`config.mk`:
```
export PLATFORM = sky130hd
export DESIGN_NAME = type_size_header_parser_top
export DESIGN_NICKNAME = d
export VERILOG_FILES = /design/src/sv/tshp_pkg.sv /design/src/sv/type_size_header_parser_top.sv
export SDC_FILE = /design/constraint.sdc
export NUM_CORES = 1
export LEC_CHECK = 0
export BUFFER_PORTS_ARGS = -buffer_cell sky130_fd_sc_hd__buf_2
export CORE_ASPECT_RATIO = 0.6
export CORE_UTILIZATION = 40
export DETAILED_ROUTE_END_ITERATION = 8
export PLACE_DENSITY = 0.69
export SLEW_MARGIN = 20
export SYNTH_ARGS = -nofsm -noshare
export SYNTH_HDL_FRONTEND = slang
export SYNTH_SLANG_ARGS = --single-unit
```
`constraint.sdc`:
```
create_clock -name clk_i -period 6 [get_ports clk_i]
set_clock_uncertainty 0.05 [all_clocks]
set_input_delay 0.6 -clock clk_i [delete_from_list [all_inputs] [get_ports clk_i]]
set_output_delay 0.6 -clock clk_i [all_outputs]
set_load 0.03 [all_outputs]
```
`src/sv/tshp_pkg.sv`:
```
package tshp_pkg;

  localparam int unsigned MaxHeaderBytes = 9;
  localparam int unsigned CountWidth     = 4;
  localparam int unsigned SizeWidth      = 64;
  localparam int unsigned GroupWidth     = 7;

  localparam logic [7:0] GroupMask     = 8'd127;
  localparam logic [7:0] LastGroupFlag = 8'd128;

  typedef enum logic [1:0] {
    STATUS_OK        = 2'd0,
    STATUS_TRUNCATED = 2'd1,
    STATUS_TOO_LONG  = 2'd2
  } status_e;

  typedef struct packed {
    logic [7:0] data_byte;
    logic       stream_end;
  } in_item_t;

  typedef struct packed {
    logic [7:0]           header_type;
    logic [SizeWidth-1:0] body_size;
    status_e              status;
  } out_item_t;

endpackage

```
`src/sv/type_size_header_parser_top.sv`:
```
// Channel   Direction  Handshake                     Payload
// in        input      in_valid_i / in_ready_o       in_item_i  (in_item_t)
// out       output     out_valid_o / out_ready_i     out_item_o (out_item_t)
//
// A byte per cycle while in_ready_o is high; a result appears the cycle after a header ends.
// The parse state updates on the accepting edge, and the result register feeds the output.
// in_ready_o is high whenever the result register is empty or is being drained this cycle.
// Reset (rst_ni low, asynchronous) returns to waiting for a type byte with no result pending.
module type_size_header_parser_top
  import tshp_pkg::*;
(
  input  logic      clk_i,
  input  logic      rst_ni,
  input  logic      in_valid_i,
  output logic      in_ready_o,
  input  in_item_t  in_item_i,
  output logic      out_valid_o,
  input  logic      out_ready_i,
  output out_item_t out_item_o
);

  logic                  in_size_phase_q, in_size_phase_d;
  logic [7:0]            held_type_q, held_type_d;
  logic [SizeWidth-1:0]  size_acc_q, size_acc_d;
  logic [CountWidth-1:0] group_count_q, group_count_d;
  logic                  out_valid_q, out_valid_d;
  out_item_t             out_item_q, out_item_d;

  logic                  accept;
  logic                  emit;
  logic [5:0]            shift_amt;
  logic [SizeWidth-1:0]  group_shifted;
  logic [SizeWidth-1:0]  acc_merged;

  assign in_ready_o  = !out_valid_q || out_ready_i;
  assign accept      = in_valid_i && in_ready_o;
  assign out_valid_o = out_valid_q;
  assign out_item_o  = out_item_q;

  assign shift_amt     = 6'({group_count_q, 3'b000} - {3'b000, group_count_q});
  assign group_shifted = {{(SizeWidth-GroupWidth){1'b0}},
                          in_item_i.data_byte[GroupWidth-1:0]} << shift_amt;
  assign acc_merged    = size_acc_q | group_shifted;

  always_comb begin
    in_size_phase_d = in_size_phase_q;
    held_type_d     = held_type_q;
    size_acc_d      = size_acc_q;
    group_count_d   = group_count_q;
    emit            = 1'b0;
    out_item_d      = out_item_q;
    if (accept) begin
      if (!in_size_phase_q) begin
        if (!in_item_i.stream_end) begin
          held_type_d     = in_item_i.data_byte;
          size_acc_d      = '0;
          group_count_d   = '0;
          in_size_phase_d = 1'b1;
        end
      end else begin
        out_item_d.header_type = held_type_q;
        out_item_d.body_size   = '0;
        priority if (in_item_i.stream_end) begin
          emit                = 1'b1;
          out_item_d.status   = STATUS_TRUNCATED;
        end else if ((in_item_i.data_byte & LastGroupFlag) != 8'd0) begin
          emit                 = 1'b1;
          out_item_d.body_size = acc_merged;
          out_item_d.status    = STATUS_OK;
        end else if (group_count_q >= CountWidth'(MaxHeaderBytes)) begin
          emit                = 1'b1;
          out_item_d.status   = STATUS_TOO_LONG;
        end else begin
          size_acc_d    = acc_merged;
          group_count_d = group_count_q + CountWidth'(1);
        end
        if (emit) begin
          in_size_phase_d = 1'b0;
          size_acc_d      = '0;
          group_count_d   = '0;
        end
      end
    end
  end

  always_comb begin
    out_valid_d = out_valid_q;
    if (out_ready_i) begin
      out_valid_d = 1'b0;
    end
    if (emit) begin
      out_valid_d = 1'b1;
    end
  end

  always_ff @(posedge clk_i or negedge rst_ni) begin
    if (!rst_ni) begin
      in_size_phase_q <= 1'b0;
      held_type_q     <= '0;
      size_acc_q      <= '0;
      group_count_q   <= '0;
      out_valid_q     <= 1'b0;
    end else begin
      in_size_phase_q <= in_size_phase_d;
      held_type_q     <= held_type_d;
      size_acc_q      <= size_acc_d;
      group_count_q   <= group_count_d;
      out_valid_q     <= out_valid_d;
    end
  end

  always_ff @(posedge clk_i) begin
    if (emit) begin
      out_item_q <= out_item_d;
    end
  end

  assert property (@(posedge clk_i) disable iff (!rst_ni)
    group_count_q <= CountWidth'(MaxHeaderBytes))
    else $error("group count beyond header limit");

  assert property (@(posedge clk_i) disable iff (!rst_ni)
    !in_size_phase_q |-> (size_acc_q == '0 && group_count_q == '0))
    else $error("size state not cleared outside a header");

  assert property (@(posedge clk_i) disable iff (!rst_ni)
    emit |=> (!in_size_phase_q && out_valid_o))
    else $error("result load did not end the header");

  assert property (@(posedge clk_i) disable iff (!rst_ni)
    (out_valid_o && out_item_o.status != STATUS_OK) |-> out_item_o.body_size == '0)
    else $error("error result carries a nonzero size");

endmodule

```
==> results of run 1 <==
[cell usage after synthesis, drive strengths merged, types with 3 or more instances]
| cell | number | share of area |
|---|---|---|
| dfrtp | 78 | 0.28 |
| edfxtp | 74 | 0.32 |
| nor2 | 66 | 0.038 |
| a21oi | 48 | 0.037 |
| a22o | 46 | 0.058 |
| nand2 | 46 | 0.025 |
| o21ai | 26 | 0.019 |
| clkbuf | 24 | 0.013 |
| buf | 20 | 0.015 |
| a31oi | 13 | 0.012 |
| mux2 | 11 | 0.018 |
| a211oi | 9 | 0.011 |
| nand3 | 8 | 0.0058 |
| nor2b | 8 | 0.0072 |
| and2 | 7 | 0.0063 |
| mux2i | 7 | 0.010 |
| o21a | 7 | 0.0076 |
| a221oi | 6 | 0.0076 |
| inv | 6 | 0.0032 |
| nor3 | 6 | 0.0050 |
| nand2b | 5 | 0.0045 |
| o31ai | 5 | 0.0054 |
| and3 | 4 | 0.0036 |
| ha | 4 | 0.0072 |
| mux4 | 4 | 0.013 |
| nand3b | 4 | 0.0043 |
| nor3b | 4 | 0.0043 |
| or3 | 4 | 0.0036 |
| xnor2 | 4 | 0.0050 |
| a21o | 3 | 0.0032 |
| or2 | 3 | 0.0027 |
[routing by layer]
| layer | wire (µm) | vias up | track usage |
|---|---|---|---|
| met5 | 0 | - | 0 |
| li1 | - | 2361 | - |
| met4 | 152 | 0 | 0.0556 |
| met2 | 7540 | 234 | 0.291 |
| met3 | 1510 | 22 | 0.0586 |
| met1 | 8590 | 2632 | 0.320 |
[flip-flops by register name (all words and copies together), names as in the netlist]
name and flops:
out_item_o 74, out_valid_o 1, size_acc_q 64, in_size_phase_q 1
group_count_q 4, held_type_q 8
[cell type report]
cell class	count	area, µm²	area share
multi-input combinational	392	2580	0.317
sequential	152	4180	0.513
clock inverter	12	143	0.0175
timing repair buffer	93	482	0.0592
inverter	6	22.5	0.00277
clock buffer	20	457	0.0561
tap	228	285	0.0350
[worst min path at each step]
stage,endpoint,slack (ns)
floorplan,group_count_q[0]$_DFFE_PN0P_,0.25
global placement,out_item_o[66]$_DFFE_PP_,0.38
detailed placement,out_item_o[67]$_DFFE_PP_,0.38
CTS,out_item_o[67]$_DFFE_PP_,0.40
global route,size_acc_q[27]$_DFFE_PN0P_,0.31
finish,size_acc_q[27]$_DFFE_PN0P_,0.24
[cells in the final DEF, fill, tap and decap left out, types with 11 or more instances in the layout]
master	count
a31oi_1	13
o21ai_0	24
nand2_1	46
mux2_2	11
a22o_1	46
edfxtp_1	74
a21oi_1	46
dfrtp_1	77
clkbuf_16	17
nor2_1	63
buf_2	88
[kinds of logic (layout without fill, tap and decap cells)]
family | after synthesis | in the layout
compound gates | 188 | 188
fa+ha+maj | 4 | 4
buf+inv | 50 | 131
xor+xnor | 6 | 6
mux | 22 | 22
simple gates | 172 | 172
flops | 152 | 152
[worst max-delay path, cell delays in order, from the launching register on]
cell and delay (ns):
dfrtp_1 0.60, inv_1 0.26, ha_1 0.53, or3b_4 0.46, a211o_4 0.38, o21ai_2 0.45
buf_4 0.51, o21ai_0 0.20, nor2_1 0.14
[per-stage QoR]
| stage | area (µm²) | hold slack [ns] | cells |
|---|---|---|---|
| finish | 8140 | 0.241 | 903 |
| global route | 8140 | 0.310 | 903 |
| CTS | 8120 | 0.396 | 903 |
| detailed placement | 7520 | 0.381 | 871 |
| global placement | 7520 | 0.378 | 871 |
| floorplan | 6940 | 0.254 | 594 |
[power breakdown]
group	internal, mW	total, mW	switching, mW
combinational	0.201	0.720	0.519
sequential	1.20	1.25	0.0495
clock	0.641	1.09	0.451
==> run_results.csv, run 1 <==
group,metric,value,unit
timing,slew_viol_final,0,
setup_path,critPathCaptureType,"flop",
logic_synthesis,ys_ff_latch,152,
timing,final.setup.worst_slack,2.30,ns
global_route,grt_max_degree,79,
logic_synthesis,synth-adder-area-share,0.00721,
layout,fill_cells,1493,
layout,final_nets,679,
setup_path,cp_max_fo,44,
floorplanning,core_area,16600,µm²
logic_synthesis,synth-xor-area-share,0.00757,
setup_path,worstSetupStartpoint,"group_count_q[1]$_DFFE_PN0P_",
setup_path,reg2reg_depth,8,
layout,n_antenna_cell,0,
setup_path,crit_type,"flop to flop",
global_route,grt_pass1_wl,28800,µm
placed_design,gp_congestion,0.871,
outcome,status,"finished clean",
cts,post_cts_buffers,0,
setup_path,crit-reg2reg-capture,"size_acc_q[34]$_DFFE_PN0P_",
flow_run,maxCapViolCount,0,
logic_synthesis,yosysWarnings,0,
routing,ant_nets,0,
timing,relSlewSlack,0.359,
routing,avgViaCountPerCell,5.81,
setup_path,required,6.31,ns
timing,worst_pin_slew,0.962,ns
layout,layout-drive-gt1-share,0.231,
global_route,grt_pass1_vias,5191,
cts,cts_tree,"built",
setup_path,r2r-start,"group_count_q[1]$_DFFE_PN0P_",
logic_synthesis,synthSimpleGateAreaFrac,0.119,
routing,wire_per_inst,19.7,µm
placed_design,portBuffers,88,
cts,cts-resized-gates,0,
timing,fin_crit,3.70,ns
placed_design,dp_hpwl,11700,µm
floorplanning,io_pins,89,
cts,ctsRootBufferMaster,"clkbuf_16",
cts,clock-sinks,152,
floorplanning,initial_core_util,0.419,
logic_synthesis,synthCells,594,
setup_path,critPathLaunchType,"flop",
logic_synthesis,synth-compound-area-share,0.193,
logic_synthesis,synth-main-ff-cell,"dfrtp_1",
min_path,holdCritPathClass,"input port to async pin",
cts,cts.path.max_buffers,2,
logic_synthesis,synth_fp_nets,611,
floorplanning,die-area,17900,µm²
routing,drtIter0Drc,523,
setup_path,endpoint,"size_acc_q[34]$_DFFE_PN0P_",
power,power-per-cell-area,376,nW/µm²
routing,drc,0,
setup_path,rrSetupSlack,2.30,ns
layout,syn2layout_area_growth,17.3,%
logic_synthesis,syn-mean-instance-area,11.7,µm²
placed_design,preCtsSetupSlack,1.91,ns
power,power,3.06,mW
logic_synthesis,synth_top_family_by_area,"compound AO/OA/AOI/OAI gates",
global_route,grt.overflow.total,0,
timing,hold_violations,0,
routing,first_pass_iters,5,
logic_synthesis,async_reset_ff_frac,0.513,
cts,cts_max_level,4,
setup_path,crit_arrival,4.01,ns
cts,clk_pin_slew,0.06,ns
global_route,grt_util_all_layers,0.211,
power,p_leak,3.26,nW
timing,max_freq,270,MHz
routing,totalWireLength,17800,µm
timing,setup_violations,0,
routing,num_vias,5249,
logic_synthesis,synthDistinctLibCells,65,
cts,ctsHoldBuffers,0,
layout,finish.utilization,0.491,
logic_synthesis,synthMuxAreaShare,0.0409,
floorplanning,die-height,104,µm
power,peakVddDrop,0.222,mV
floorplanning,rows,36,
logic_synthesis,ys_seq_area_frac,0.601,
cts,numCtsBuffers,17,
timing,fin_setup_tns,0,ns
cts,insertion_delay,0.43,ns
timing,rsz0062_at_grt,"no",
logic_synthesis,synth_edf_count,74,
logic_synthesis,synth_area,6940,µm²
floorplanning,die_w,172,µm
timing,period_share,0.617,
global_route,grt_antenna_before_repair,0,
No activity file was read; power rests on OpenSTA's default activity.
==> run 2: changes to the inputs <==
PLACE_DENSITY = 0.71   (was 0.69)
clock period = 3.1 ns   (was 6 ns; I/O delays follow)
==> run_results.csv, run 2 (synthesis gave the netlist of run 1 again) <==
group,metric,value,unit
cts,clk_pin_slew,0.07,ns
power,power-per-cell-area,716,nW/µm²
timing,fin_setup_tns,0,ns
timing,setup_violations,0,
timing,max_freq,345,MHz
layout,largest_register_ffs,74,
layout,layout-drive-gt1-share,0.253,
flow_run,maxCapViolCount,0,
cts,clock-sinks,152,
outcome,status,"complete, but fails checks",
cts,ctsRootBufferMaster,"clkbuf_16",
setup_path,crit_type,"flop to flop",
cts,numCtsBuffers,17,
timing,hold_ws,-0.0217,ns
layout,finalNonFillerCells,927,
setup_path,rrSetupSlack,0.20,ns
layout,syn2layout_area_growth,19.3,%
placed_design,dp_hpwl,12500,µm
layout,final_cell_mix,"buf_2 (88), dfrtp_1 (78), edfxtp_1 (74)",
setup_path,worstPathCellList,"inv_1 -> ha_1 -> buf_4 -> or3b_4 -> a211o_4 -> or2_0 -> a21oi_4 -> a22o_1",
layout,final_nets,703,
placed_design,gp_congestion,0.907,
setup_path,reg2reg_depth,8,
floorplanning,die_w,172,µm
power,peakVddDrop,0.376,mV
power,power,5.92,mW
cts,cts_max_level,4,
cts,cts.path.max_buffers,2,
setup_path,critPathCaptureType,"flop",
floorplanning,initial_core_util,0.419,
global_route,grt_pass1_wl,29100,µm
setup_path,slowest_delay,0.46,ns
setup_path,r2r-start,"group_count_q[0]$_DFFE_PN0P_",
floorplanning,rows,36,
power,pwr-share-clk,0.340,
timing,fin_crit,2.90,ns
global_route,grt_pass1_vias,5186,
cts,ctsHoldBuffers,0,
placed_design,place_inst,895,
setup_path,critical-path-slowest-cell,"dfrtp_1",
routing,wire_per_inst,19.7,µm
timing,hold_violations,18,
global_route,grt_antenna_before_repair,0,
layout,n_antenna_cell,0,
timing,slew_viol_final,0,
layout,layout_commonest_cell,"buf_2",
timing,worst_pin_slew,0.793,ns
floorplanning,die-area,17900,µm²
cts,cts_tree,"built",
cts,cts-resized-gates,0,
floorplanning,die-height,104,µm
layout,ff_latch_area,4170,µm²
floorplanning,core_area,16600,µm²
power,p_leak,3.36,nW
placed_design,portBuffers,88,
cts,insertion_delay,0.42,ns
timing,relSlewSlack,0.471,
power,switching_share,0.339,
routing,num_vias,5375,
setup_path,critPathLaunchType,"flop",
power,pwr-share-comb,0.255,
setup_path,cp_max_fo,13,
min_path,holdCritPathClass,"input port to async pin",
routing,ant_nets,0,
global_route,grt_util_all_layers,0.214,
outcome,violations,"negative hold slack",
global_route,grt_max_degree,79,
layout,multi_input_area,2560,µm²
floorplanning,io_pins,89,
global_route,grt.overflow.total,0,
routing,first_pass_iters,5,
setup_path,required,3.41,ns
power,switching_power,2.01,mW
setup_path,crit-reg2reg-capture,"size_acc_q[44]$_DFFE_PN0P_",
layout,fill_cells,1535,
power,seq_power_share,0.405,
power,intPower,3.91,mW
timing,period_share,0.935,
cts,post_cts_buffers,0,
setup_path,crit_arrival,3.21,ns
timing,rsz0062_at_grt,"no",
routing,totalWireLength,18300,µm
routing,drtIter0Drc,554,
routing,avgViaCountPerCell,5.80,
routing,drc,0,
## run 2: how the worst max path moves through the flow
stage,startpoint,to,slack [ns]
2_1_floorplan,group_count_q[1]$_DFFE_PN0P_,out_item_o[10]$_SDFFCE_PP0P_,0.09
3_3_place_gp,group_count_q[0]$_DFFE_PN0P_,out_item_o[53]$_SDFFCE_PP0P_,0.33
3_5_place_dp,group_count_q[0]$_DFFE_PN0P_,size_acc_q[51]$_DFFE_PN0P_,0.21
4_1_cts,group_count_q[0]$_DFFE_PN0P_,size_acc_q[51]$_DFFE_PN0P_,0.20
5_1_grt,group_count_q[0]$_DFFE_PN0P_,out_item_o[9]$_SDFFCE_PP0P_,0.03
6_report,group_count_q[0]$_DFFE_PN0P_,size_acc_q[44]$_DFFE_PN0P_,0.20
## run 2: area by class of cell
class                   instances  area share
repair buffers                117      0.0815
inverters                       6     0.00272
multi-input cells             392       0.309
clock inverters                14      0.0165
well taps                     228      0.0345
flip-flops and latches        152       0.504
clock buffers                  18      0.0518
## run 2: worst max-delay path: cells and delay by family, from the launching register on
family,cells,cell delay [ns]
AO/OA/AOI/OAI,3,0.94
AND/OR/NAND/NOR,2,0.84
buffers and inverters,2,0.33
flip-flops,1,0.46
adder cells (fa/ha/maj),1,0.20
## run 2: layer usage
layer	vias up	GRT usage	part of all wire	routed length, µm
li1	2405	-	-	-
met1	2716	0.335	0.49	8990
met2	234	0.297	0.42	7770
met3	20	0.0449	0.074	1360
met4	0	0.0582	0.010	189
met5	-	0	0	0
## run 2: power groups by stage
stage               clock network (mW)  registers [mW]  logic, mW
global route                      2.12            2.42       1.63
CTS                               2.04            2.40       1.49
global placement                     0            2.43       1.46
finish                            2.02            2.40       1.51
detailed placement                   0            2.44       1.49
floorplan                            0            2.57      0.850
## run 2: per-stage QoR
stage                util  area (µm²)  setup WS [ns]
floorplan               -        6950         0.0915
CTS                 0.499        8270          0.196
finish              0.499        8280          0.202
global placement    0.465        7710          0.328
detailed placement  0.465        7710          0.206
global route        0.499        8280         0.0320
==> run 3: changes to the inputs <==
HOLD_SLACK_MARGIN = 0.15   (was not set)
MAX_ROUTING_LAYER = met4   (was not set)
==> run_results.csv, run 3 (synthesis gave the netlist of run 1 again) <==
group,metric,value,unit
outcome,status,"finished clean",
timing,relSlewSlack,0.359,
setup_path,worstSetupStartpoint,"group_count_q[3]$_DFFE_PN0P_",
cts,insertion_delay,0.42,ns
global_route,grt_max_degree,79,
global_route,grt_antenna_before_repair,0,
power,p_leak,3.43,nW
setup_path,r2r-start,"group_count_q[3]$_DFFE_PN0P_",
floorplanning,core_area,16600,µm²
timing,fin_crit,2.88,ns
routing,drtIter0Drc,563,
layout,layout_commonest_cell,"buf_2",
routing,totalWireLength,18300,µm
power,intPower,4.03,mW
cts,cts_tree,"built",
min_path,min_from,"in_item_i[1]",
floorplanning,initial_core_util,0.419,
placed_design,place_inst,902,
min_path,holdCritPathClass,"input port to flop",
global_route,grt_pass1_wl,29000,µm
setup_path,worstPathCellList,"inv_1 -> ha_1 -> buf_4 -> nor2b_1 -> o311ai_0 -> buf_4 -> nand2_1 -> a22oi_1 -> o31ai_1",
flow_run,maxCapViolCount,0,
layout,finish.utilization,0.507,
setup_path,required,3.20,ns
power,pwr-share-clk,0.347,
cts,cts.path.max_buffers,2,
routing,avgViaCountPerCell,5.69,
setup_path,cp_max_fo,15,
power,power,6.05,mW
timing,slew_viol_final,0,
layout,syn2layout_area_growth,21.0,%
setup_path,critPathCaptureType,"flop",
timing,period_share,0.928,
power,seq_power_share,0.395,
layout,layout-drive-gt1-share,0.259,
routing,num_vias,5339,
global_route,grt_util_all_layers,0.222,
timing,hold_violations,0,
layout,fill_cells,1477,
cts,ctsRootBufferMaster,"clkbuf_16",
timing,worst_pin_slew,0.959,ns
floorplanning,rows,36,
min_path,hold_depth,2,
layout,multi_input_area,2560,µm²
layout,n_antenna_cell,0,
setup_path,crit_arrival,2.97,ns
power,switching_power,2.03,mW
cts,cts_max_level,4,
routing,drc,0,
cts,clock-sinks,152,
layout,final_area,8400,µm²
timing,rsz0062_at_grt,"no",
layout,ff_latch_area,4170,µm²
setup_path,critical-path-slowest-cell,"ha_1",
power,peakVddDrop,0.329,mV
cts,post_cts_buffers,0,
placed_design,gp_congestion,0.897,
timing,setup_violations,0,
floorplanning,die-height,104,µm
routing,first_pass_iters,5,
setup_path,crit_type,"flop to flop",
global_route,grt.overflow.total,0,
routing,ant_nets,0,
placed_design,portBuffers,88,
setup_path,reg2reg_depth,9,
power,switching_share,0.335,
cts,clk_pin_slew,0.06,ns
layout,final_cell_mix,"buf_2 (88), dfrtp_1 (78), edfxtp_1 (74)",
setup_path,cp_common_cell,"buf_4",
power,power-per-cell-area,721,nW/µm²
floorplanning,io_pins,89,
layout,finalNonFillerCells,938,
global_route,grt_pass1_vias,5136,
placed_design,dpl-instance-area,7760,µm²
setup_path,critPathLaunchType,"flop",
setup_path,slowest_delay,0.46,ns
power,pwr-share-comb,0.258,
cts,numCtsBuffers,17,
floorplanning,die_w,172,µm
timing,fin_setup_tns,0,ns
layout,largest_register_ffs,74,
floorplanning,die-area,17900,µm²
layout,final_nets,714,
placed_design,dp_hpwl,12600,µm
timing,max_freq,347,MHz
routing,wire_per_inst,19.6,µm
[run 3: final timing paths]
check                                               end  slack, ns
hold reg to reg                out_item_o[67]$_DFFE_PP_       0.40
hold / removal               held_type_q[0]$_DFFE_PN0P_       0.15
min in group asynchronous    size_acc_q[27]$_DFFE_PN0P_       0.51
max in group asynchronous    size_acc_q[51]$_DFFE_PN0P_       1.97
setup reg to reg           out_item_o[52]$_SDFFCE_PP0P_       0.22
setup / recovery           out_item_o[52]$_SDFFCE_PP0P_       0.22
[run 3: cell type report]
cell class	instances	share of cell area
clock inverter	14	0.0192
timing repair buffer	128	0.0913
tap	228	0.0340
sequential	152	0.497
multi-input combinational	392	0.305
inverter	6	0.00268
clock buffer	18	0.0511
[run 3: timing repair]
item	in CTS	in global routing
resized for setup	0	1
hold buffers	4	0
endpoints found under the setup margin	0	1
endpoints found under the hold margin	30	0
[run 3: layer usage]
metal  vias to the layer above  track usage  routed length (µm)
li1                       2427            -                   -
met1                      2651        0.335                9080
met2                       239        0.289                7700
met3                        22       0.0601                1380
met4                         0       0.0556                 189
met5                         -            -                   0
[run 3: power groups by stage]
stage               Sequential [mW]  Combinational [mW]  Clock (mW)
global placement               2.42                1.51           0
finish                         2.39                1.56        2.10
CTS                            2.40                1.54        2.11
floorplan                      2.57               0.850           0
detailed placement             2.43                1.53           0
global route                   2.41                1.69        2.20
[run 3: critical path, delay by kind of cell, from the launching register on]
kind                     cells  cell delay [ns]
AO/OA/AOI/OAI                3             0.92
buffers and inverters        3             0.51
AND/OR/NAND/NOR              2             0.25
adder cells (fa/ha/maj)      1             0.46
flip-flops                   1             0.40
[run 3: metrics by stage]
step	setup WS [ns]	hold slack (ns)
floorplan	0.0915	-0.0356
global placement	0.227	0.381
detailed placement	0.204	0.380
CTS	0.201	0.153
global route	0.0439	0.159
finish	0.222	0.154
